===== src/design/pcd_pkg.sv =====
`default_nettype none
package pcd_pkg;
  localparam logic [1:0] FUNC_TICK = 2'd0;
  localparam logic [1:0] FUNC_ZERO = 2'd1;
  localparam logic [1:0] FUNC_ADC  = 2'd2;
  localparam logic [1:0] FUNC_CHAN = 2'd3;

  localparam logic [1:0] CFG_ZERO_OFFSET = 2'd0;
  localparam logic [1:0] CFG_MEAS_EN     = 2'd1;
  localparam logic [1:0] CFG_TIMEOUT     = 2'd2;

  localparam logic [15:0] TIMEOUT_RESET = 16'd30000;
  localparam int SUM_W = 36;
  localparam int RMS_W = 14;
  localparam logic [RMS_W-1:0] RMS_MAX = 14'd16383;
  localparam int REF_MV_X1000 = 3300000;
  localparam int SENSE_GAIN_MV = 400;

  // Request to the RMS math unit and its reply.
  typedef struct packed {
    logic              start;
    logic [SUM_W-1:0]  sum;
    logic [12:0]       count;
  } rms_req_t;

  typedef struct packed {
    logic              done;
    logic [RMS_W-1:0]  value;
  } rms_rsp_t;
endpackage
`default_nettype wire


===== src/design/pcd_rms_unit.sv =====
`default_nettype none
// Sequencer for a restoring divide of the sum by the sample count, then a
// digit-by-digit square root, then a constant multiply and shift for the
// milliamp scale; a zero sample count gives a zero result directly.
module pcd_rms_unit #(
  parameter int ADC_BITS = 12
) (
  input  wire logic            clk,
  input  wire logic            rst_n,
  input  wire pcd_pkg::rms_req_t req,
  output pcd_pkg::rms_rsp_t    rsp
);
  localparam int SW = pcd_pkg::SUM_W;
  localparam int RW = 26;          // root of a 52-bit radicand
  localparam int VW = 52;          // mean << 16 fits in 52 bits
  localparam int MW = 23;          // 3300000 needs 22 bits, 23 keeps it positive
  localparam int PW = RW + MW;
  localparam int SH = ADC_BITS + 8;
  // 3300000 / (400 * 2^ADC_BITS * 256) = 8250 / 2^(ADC_BITS+8)
  localparam logic [MW-1:0] SCALE = MW'(pcd_pkg::REF_MV_X1000 / pcd_pkg::SENSE_GAIN_MV);

  localparam logic [2:0] S_IDLE = 3'd0;
  localparam logic [2:0] S_DIV  = 3'd1;
  localparam logic [2:0] S_SQRT = 3'd2;
  localparam logic [2:0] S_MUL  = 3'd3;
  localparam logic [2:0] S_OUT  = 3'd4;

  logic [2:0]    state_r, state_nxt;
  logic [5:0]    step_r, step_nxt;
  logic [SW-1:0] quo_r, quo_nxt;
  logic [12:0]   rem_r, rem_nxt;
  logic [12:0]   den_r, den_nxt;
  logic [VW-1:0] rad_r, rad_nxt;
  logic [RW+1:0] srem_r, srem_nxt;
  logic [RW-1:0] root_r, root_nxt;
  logic [PW-1:0] prod_r, prod_nxt;
  logic [pcd_pkg::RMS_W-1:0] val_r, val_nxt;

  logic [12:0]   dshift;
  logic [RW+1:0] strial, scand;
  logic [PW-1:0] scaled;

  always_comb begin
    dshift = {rem_r[11:0], quo_r[SW-1]};
    scand  = {srem_r[RW-1:0], rad_r[VW-1 -: 2]};
    strial = {root_r, 2'b01};
    scaled = prod_r >> SH;
  end

  always_comb begin
    state_nxt = state_r;
    step_nxt  = step_r;
    quo_nxt   = quo_r;
    rem_nxt   = rem_r;
    den_nxt   = den_r;
    rad_nxt   = rad_r;
    srem_nxt  = srem_r;
    root_nxt  = root_r;
    prod_nxt  = prod_r;
    val_nxt   = val_r;
    rsp.done  = 1'b0;
    rsp.value = val_r;
    unique case (state_r)
      S_IDLE: begin
        if (req.start) begin
          if (req.count == 13'd0) begin
            val_nxt   = '0;
            state_nxt = S_OUT;
          end else begin
            quo_nxt   = req.sum;
            den_nxt   = req.count;
            rem_nxt   = '0;
            step_nxt  = '0;
            state_nxt = S_DIV;
          end
        end
      end
      S_DIV: begin
        if (dshift >= den_r) begin
          rem_nxt = dshift - den_r;
          quo_nxt = {quo_r[SW-2:0], 1'b1};
        end else begin
          rem_nxt = dshift;
          quo_nxt = {quo_r[SW-2:0], 1'b0};
        end
        step_nxt = step_r + 6'd1;
        if (step_r == 6'(SW - 1)) begin
          rad_nxt   = {quo_nxt, 16'd0};
          srem_nxt  = '0;
          root_nxt  = '0;
          step_nxt  = '0;
          state_nxt = S_SQRT;
        end
      end
      S_SQRT: begin
        // One root bit per cycle from the top pair of radicand bits.
        if (scand >= strial) begin
          srem_nxt = scand - strial;
          root_nxt = {root_r[RW-2:0], 1'b1};
        end else begin
          srem_nxt = scand;
          root_nxt = {root_r[RW-2:0], 1'b0};
        end
        rad_nxt  = {rad_r[VW-3:0], 2'b00};
        step_nxt = step_r + 6'd1;
        if (step_r == 6'(RW - 1)) state_nxt = S_MUL;
      end
      S_MUL: begin
        prod_nxt  = PW'(root_r) * PW'(SCALE);
        state_nxt = S_OUT;
        step_nxt  = '0;
      end
      S_OUT: begin
        if (step_r == 6'd0 && den_r != 13'd0) begin
          val_nxt  = (scaled > PW'(pcd_pkg::RMS_MAX)) ? pcd_pkg::RMS_MAX
                                                      : scaled[pcd_pkg::RMS_W-1:0];
          step_nxt = 6'd1;
        end else begin
          rsp.done  = 1'b1;
          rsp.value = val_r;
          state_nxt = S_IDLE;
          den_nxt   = '0;
        end
      end
      default: state_nxt = S_IDLE;
    endcase
  end

  always_ff @(posedge clk) begin
    if (!rst_n) begin
      state_r <= S_IDLE;
      step_r  <= '0;
      den_r   <= '0;
    end else begin
      state_r <= state_nxt;
      step_r  <= step_nxt;
      den_r   <= den_nxt;
    end
    quo_r  <= quo_nxt;
    rem_r  <= rem_nxt;
    rad_r  <= rad_nxt;
    srem_r <= srem_nxt;
    root_r <= root_nxt;
    prod_r <= prod_nxt;
    val_r  <= val_nxt;
  end
endmodule
`default_nettype wire


===== src/design/phase_cut_dimmer_rms_meter.sv =====
`default_nettype none
// Trailing-edge phase dimmer with a half-cycle RMS current meter.
// Input requests on in_* carry one event each: a tick, a zero crossing, an
// ADC sample or a channel setting. Every request yields exactly one result
// on out_* with the lamp states, the RMS current, the period and a flag set
// when the RMS value was recomputed.
// Ticks, samples and channel writes update the state in S_EXEC and run
// the lamp turn-off pass in S_DIM, then the result is shown in S_OUT.
// The next request is taken the cycle after the result is accepted; no
// new request is taken while an earlier one is still in progress.
// A zero crossing runs the RMS unit: a 36-step divide, a 26-step square
// root, a scale step and two output steps; with no samples taken or
// measuring off it goes straight to its output with a zero value.
// If the receiver stalls, the result is held and in_tready stays low.
// Configuration is written through cfg_*, by the user only while idle; the block does not check.
// Reset (rst_n low, synchronous) clears the counters, the accumulator, all
// lamps, the dim table and the RMS value, and sets the timeout to 30000.
module phase_cut_dimmer_rms_meter #(
  parameter int CHANNELS     = 18,
  parameter int SAMPLE_LIMIT = 2048,
  parameter int ADC_BITS     = 12
) (
  input  wire logic        clk,
  input  wire logic        rst_n,
  input  wire logic        in_tvalid,
  output logic             in_tready,
  // func[1:0], adc_value[13:2], channel[18:14], dim_ticks[34:19], force_on[35]
  input  wire logic [39:0] in_tdata,
  output logic             out_tvalid,
  input  wire logic        out_tready,
  // lamp_on[17:0], rms_milliamps[31:18], period_ticks[47:32], rms_update[48]
  output logic [55:0]      out_tdata,
  input  wire logic        cfg_we,
  input  wire logic [1:0]  cfg_index,
  input  wire logic [15:0] cfg_data
);
  localparam int CW = (CHANNELS > 1) ? $clog2(CHANNELS) : 1;

  localparam logic [2:0] S_IDLE = 3'd0;
  localparam logic [2:0] S_EXEC = 3'd1;
  localparam logic [2:0] S_RMS  = 3'd2;
  localparam logic [2:0] S_DIM  = 3'd3;
  localparam logic [2:0] S_OUT  = 3'd4;

  logic [2:0]  state_r, state_nxt;
  logic [11:0] zero_r;
  logic        meas_r;
  logic [15:0] tmo_r;
  logic [15:0] live_r, last_r;
  logic [12:0] scnt_r;
  logic [pcd_pkg::SUM_W-1:0] sum_r;
  logic [CHANNELS-1:0] lamp_r;
  logic [15:0] dim_r [CHANNELS];
  logic [pcd_pkg::RMS_W-1:0] rms_r;
  logic [35:0] item_r;
  logic        upd_r;

  pcd_pkg::rms_req_t req;
  pcd_pkg::rms_rsp_t rsp;

  logic [1:0]  f_func;
  logic [11:0] f_adc;
  logic [4:0]  f_ch;
  logic [15:0] f_dim;
  logic        f_force;
  logic [16:0] nxt_live;
  logic [11:0] diff;
  logic [23:0] sq;
  logic [CHANNELS-1:0] dimmed, off_mask;

  assign f_func  = item_r[1:0];
  assign f_adc   = item_r[13:2];
  assign f_ch    = item_r[18:14];
  assign f_dim   = item_r[34:19];
  assign f_force = item_r[35];

  assign nxt_live = {1'b0, live_r} + 17'd1;
  assign diff = (f_adc >= zero_r) ? f_adc - zero_r : zero_r - f_adc;
  assign sq   = 24'(diff) * 24'(diff);

  always_comb begin
    for (int i = 0; i < CHANNELS; i++) begin
      dimmed[i]   = dim_r[i] != 16'd0;
      off_mask[i] = dimmed[i] && live_r >= dim_r[i];
    end
  end

  assign req.start = (state_r == S_EXEC) && (f_func == pcd_pkg::FUNC_ZERO);
  assign req.sum   = sum_r;
  assign req.count = meas_r ? scnt_r : 13'd0;

  pcd_rms_unit #(.ADC_BITS(ADC_BITS)) u_rms (
    .clk(clk), .rst_n(rst_n), .req(req), .rsp(rsp)
  );

  assign in_tready  = state_r == S_IDLE;
  assign out_tvalid = state_r == S_OUT;
  assign out_tdata  = {7'd0, upd_r, last_r, rms_r, 18'(lamp_r)};

  always_comb begin
    state_nxt = state_r;
    unique case (state_r)
      S_IDLE: if (in_tvalid) state_nxt = S_EXEC;
      S_EXEC: state_nxt = (f_func == pcd_pkg::FUNC_ZERO) ? S_RMS : S_DIM;
      S_RMS:  if (rsp.done) state_nxt = S_DIM;
      S_DIM:  state_nxt = S_OUT;
      S_OUT:  if (out_tready) state_nxt = S_IDLE;
      default: state_nxt = S_IDLE;
    endcase
  end

  always_ff @(posedge clk) begin
    if (!rst_n) begin
      state_r <= S_IDLE;
      zero_r  <= '0;
      meas_r  <= 1'b0;
      tmo_r   <= pcd_pkg::TIMEOUT_RESET;
      live_r  <= '0;
      last_r  <= '0;
      scnt_r  <= '0;
      sum_r   <= '0;
      lamp_r  <= '0;
      rms_r   <= '0;
      upd_r   <= 1'b0;
      for (int i = 0; i < CHANNELS; i++) dim_r[i] <= '0;
    end else begin
      state_r <= state_nxt;
      if (cfg_we) begin
        unique case (cfg_index)
          pcd_pkg::CFG_ZERO_OFFSET: zero_r <= cfg_data[11:0];
          pcd_pkg::CFG_MEAS_EN:     meas_r <= cfg_data[0];
          pcd_pkg::CFG_TIMEOUT:     tmo_r  <= cfg_data;
          default: ;
        endcase
      end
      if (state_r == S_EXEC) begin
        upd_r <= 1'b0;
        unique case (f_func)
          pcd_pkg::FUNC_TICK: begin
            if (nxt_live > {1'b0, tmo_r}) begin
              live_r <= '0;
              last_r <= '0;
            end else begin
              live_r <= nxt_live[15:0];
            end
          end
          pcd_pkg::FUNC_ZERO: begin
            last_r <= live_r;
            live_r <= '0;
            lamp_r <= lamp_r | dimmed;
            upd_r  <= 1'b1;
          end
          pcd_pkg::FUNC_ADC: begin
            if (meas_r && last_r != 16'd0 && scnt_r < 13'(SAMPLE_LIMIT)) begin
              sum_r  <= sum_r + pcd_pkg::SUM_W'(sq);
              scnt_r <= scnt_r + 13'd1;
            end
          end
          pcd_pkg::FUNC_CHAN: begin
            if (32'(f_ch) < CHANNELS) begin
              dim_r[f_ch[CW-1:0]]  <= f_dim;
              lamp_r[f_ch[CW-1:0]] <= f_force;
            end
          end
          default: ;
        endcase
      end
      if (state_r == S_RMS && rsp.done) begin
        rms_r  <= rsp.value;
        scnt_r <= '0;
        sum_r  <= '0;
      end
      // Lamp turn-off pass on the updated state before the result is shown.
      if (state_r == S_DIM) lamp_r <= lamp_r & ~off_mask;
    end
    if (state_r == S_IDLE && in_tvalid) item_r <= in_tdata[35:0];
  end
endmodule
`default_nettype wire


===== config.mk =====
export PLATFORM = sky130hd
export DESIGN_NAME = phase_cut_dimmer_rms_meter
export DESIGN_NICKNAME = d
export VERILOG_FILES = /design/src/design/pcd_pkg.sv /design/src/design/pcd_rms_unit.sv /design/src/design/phase_cut_dimmer_rms_meter.sv
export SDC_FILE = /design/constraint.sdc
export NUM_CORES = 2
export LEC_CHECK = 0
export ABC_AREA = 1
export BUFFER_PORTS_ARGS = -buffer_cell sky130_fd_sc_hd__clkbuf_2
export CAP_MARGIN = 25
export CORE_MARGIN = 5
export CORE_UTILIZATION = 58
export CTS_CLUSTER_SIZE = 16
export DETAILED_ROUTE_END_ITERATION = 10
export PLACE_DENSITY = 0.86
export SYNTH_ARGS = -nofsm -noshare
export SYNTH_HDL_FRONTEND = slang
export SYNTH_SLANG_ARGS = --single-unit

===== constraint.sdc =====
create_clock -name clk -period 7.13 [get_ports clk]
set_input_delay 0.713 -clock clk [delete_from_list [all_inputs] [get_ports clk]]
set_output_delay 0.713 -clock clk [all_outputs]
set_load 0.02 [all_outputs]

==> results.txt <==
Status -> finished, final reports clean
CTS tree -> built
Max Cap Violations -> 0
Crit path kind -> flop to flop
# fillers -> 6,455
Ratio of cells with drive above 1 in the final layout -> 6.44%
Gr usage total -> 28.1%
Antenna viol nets, final -> 0
RSZ-0062 raised after global routing -> true
Final WS setup -> 406 ps
Mux cell area share after synthesis -> 0%
Synth warn -> 0
Hold Buf Count CTS -> 0
Dpl hpwl -> 88,000 um
Reg-to-reg critical path startpoint -> item_r[2]$_DFFE_PP_
Final Hold Violating Endpoints -> 0
Largest family of logic cells by synthesized area -> adder cells
Initial antenna violation count -> 1
Detailed router's first-iteration violation count -> 4,261
Final min period -> 6720 ps
Placed Area -> 0.0501 sq mm
CP max stage delay -> 550 ps
DRC errors left -> 0
Yosys reg bits -> 662
Syn Inst Count -> 5,883
Max Fanout on Critical Path -> 8
Post-layout utilization of the core -> 64.0%
Routed WL -> 127,000 um
Crit. Startpoint -> item_r[2]$_DFFE_PP_
Setup Skew -> 46.8 ps
NumNets Final -> 6,789
IO buf count -> 109
H-tree Lvls -> 3
Asr flop ratio synth -> 0%
EDFF count, synth -> 494
Row cnt -> 105
Die Area -> 0.0891 sq mm
Synth Area in XOR/XNOR -> 1.16%
Critical Path RT -> 7620 ps
Fmax -> 149 MHz
Rel. slew slack -> 24.6%
Compound-Gate Fraction of Synth Area -> 9.34%
Via count -> 40.6k
Root buf cell -> clkbuf_16
Syn avg cell area -> 8.21 sq um
Fin. max-slew vios -> 0
Critical Path Start Type -> flop
Crit path arrival time -> 7220 ps
Clk slew on worst S/H paths -> 60 ps
Actual slew at the worst max-slew pin -> 1120 ps
Area grow syn2layout -> 9.24%
Commonest non-fill, non-tap cells in the layout -> inv_1 (1,093), nand2_1 (1,060), nor2_1 (784), ha_1 (549), edfxtp_1 (494)
TritonCTS buffer count -> 74
Fin crit share -> 94.3%
Worst path slowest cell -> fa_1
Ports -> 121
Clk_lat worst skew -> 650 ps
Pre-CTS setup slack -> 155 ps
Initial core utilization -> 58.6%
Synth Flop Type -> edfxtp_1
Clk sinks -> 662
Cell Area, Synth -> 0.0483 sq mm
Die Y -> 299 um
Core ar. -> 0.0824 sq mm
Sequential cell area fraction in the yosys report -> 37.7%
Simple-gate area share of the yosys netlist -> 20.3%
Global-route wire length before repair -> 203,000 um
Die X -> 299 um
Worst setup EP type -> flop
Commonest non-fill, non-tap cell in the layout -> inv_1
Largest net degree at the start of global routing -> 82
Final setup viols -> 0
Hold path startpoint -> in_tdata[15]
Inserted Diodes -> 0
Global route total overflow -> 0
Routed wire per std cell -> 17.8 um
Mean number of vias per cell -> 5.69
DRT Pass-1 Iters -> 6
Clock Path Buffers -> 3
Synth cell types -> 53
Hold_ws -> 232 ps
Final Cell Area -> 0.0528 sq mm
Final Wtd Congestion -> 0.936
Post-Synth Adder-Cell Area -> 21.2%
Vias in the first global route -> 40.3k
Worst hold path class -> input pin to flop
registers in the layout (all words and copies together) (netlist names):
| name | flops |
|---|---|
| rms_r | 14 |
| item_r | 36 |
| u_rms.step_r | 6 |
| u_rms.state_r | 3 |
| upd_r | 1 |
| scnt_r | 13 |
| tmo_r | 16 |
| live_r | 16 |
| u_rms.prod_r | 20 |
| zero_r | 12 |
| meas_r | 1 |
| u_rms.srem_r | 26 |
| u_rms.den_r | 13 |
| u_rms.rad_r | 36 |
| u_rms.quo_r | 36 |
| dim_r | 288 |
| sum_r | 36 |
| u_rms.root_r | 26 |
| u_rms.rem_r | 12 |
| u_rms.val_r | 14 |
| state_r | 3 |
| lamp_r | 18 |
| last_r | 16 |
Yosys cell counts (13+ instances only):
cell type / n / area (sq um)
ha_1: 550 / 6880
nand2_1: 1063 / 3990
nand4_1: 116 / 726
a21oi_1: 416 / 2080
o21bai_1: 35 / 263
edfxtp_1: 494 / 14800
dfxtp_1: 168 / 3360
o21ai_0: 265 / 1330
xor2_1: 46 / 403
nor3_1: 68 / 340
buf_6: 15 / 169
clkbuf_1: 73 / 274
inv_2: 16 / 60.1
xnor2_1: 18 / 158
nand3_1: 228 / 1140
buf_2: 27 / 135
o211ai_1: 30 / 225
buf_4: 17 / 128
nor2_1: 791 / 2970
inv_1: 1095 / 4110
a21o_1: 13 / 97.6
fa_1: 167 / 3340
nand3b_1: 15 / 113
area by class of cell:
type,instances,area (sq um),area share (%)
timing repair buffer,185,1180,2.25
sequential,662,18200,34.5
inverter,1123,4220,8.01
tap,1070,1340,2.54
multi-input combinational,3963,25300,47.9
clock buffer,96,2050,3.88
clock inverter,41,497,0.942
critical path, delay by kind of cell (launching register included):
| kind | cells | cell delay (ps) |
|---|---|---|
| AO/OA/AOI/OAI | 4 | 640 |
| adder cells (fa/ha/maj) | 8 | 3510 |
| buffers and inverters | 8 | 710 |
| flip-flops | 1 | 380 |
| AND/OR/NAND/NOR | 11 | 1340 |
repair_timing:
item	in CTS	in global routing
setup endpoints to repair	0	24
resized for setup	0	23
buffers inserted	0	1
kinds of logic (layout without fill, tap and decap cells):
kind of cell | after synthesis | in the layout
flip-flops | 662 | 662
AO/OA/AOI/OAI | 825 | 825
XOR/XNOR | 64 | 64
adder cells (fa/ha/maj) | 717 | 717
buffers and inverters | 1265 | 1445
AND/OR/NAND/NOR | 2349 | 2350
other | 1 | 7
metal layers:
layer | up-vias | part of all wire [%] | GRT usage [%]
li1 | 19400 | - | -
met1 | 18800 | 38 | 35.6
met2 | 1972 | 46 | 47.0
met3 | 510 | 11 | 5.48
met4 | 0 | 5.4 | 12.4
met5 | - | 0 | 0
final timing paths:
path,slack [ps],cells past startpoint,endpoint
min reg2reg,440,2,rms_r[11]$_SDFFE_PN0P_
max,410,31,sum_r[28]$_SDFFE_PP0P_
max reg2reg,410,31,sum_r[28]$_SDFFE_PP0P_
min,230,1,item_r[15]$_DFFE_PP_
per-stage QoR:
stage | cells | TNS [ps]
final | 7140 | 0
after global routing | 7140 | -2.97
after CTS | 7135 | 0
after detailed placement | 6998 | 0
after global placement | 6992 | 0
after floorplan | 5889 | 0
Power is not shown: default switching activity piles up to over one toggle a cycle in this logic, so the estimate is an artifact.
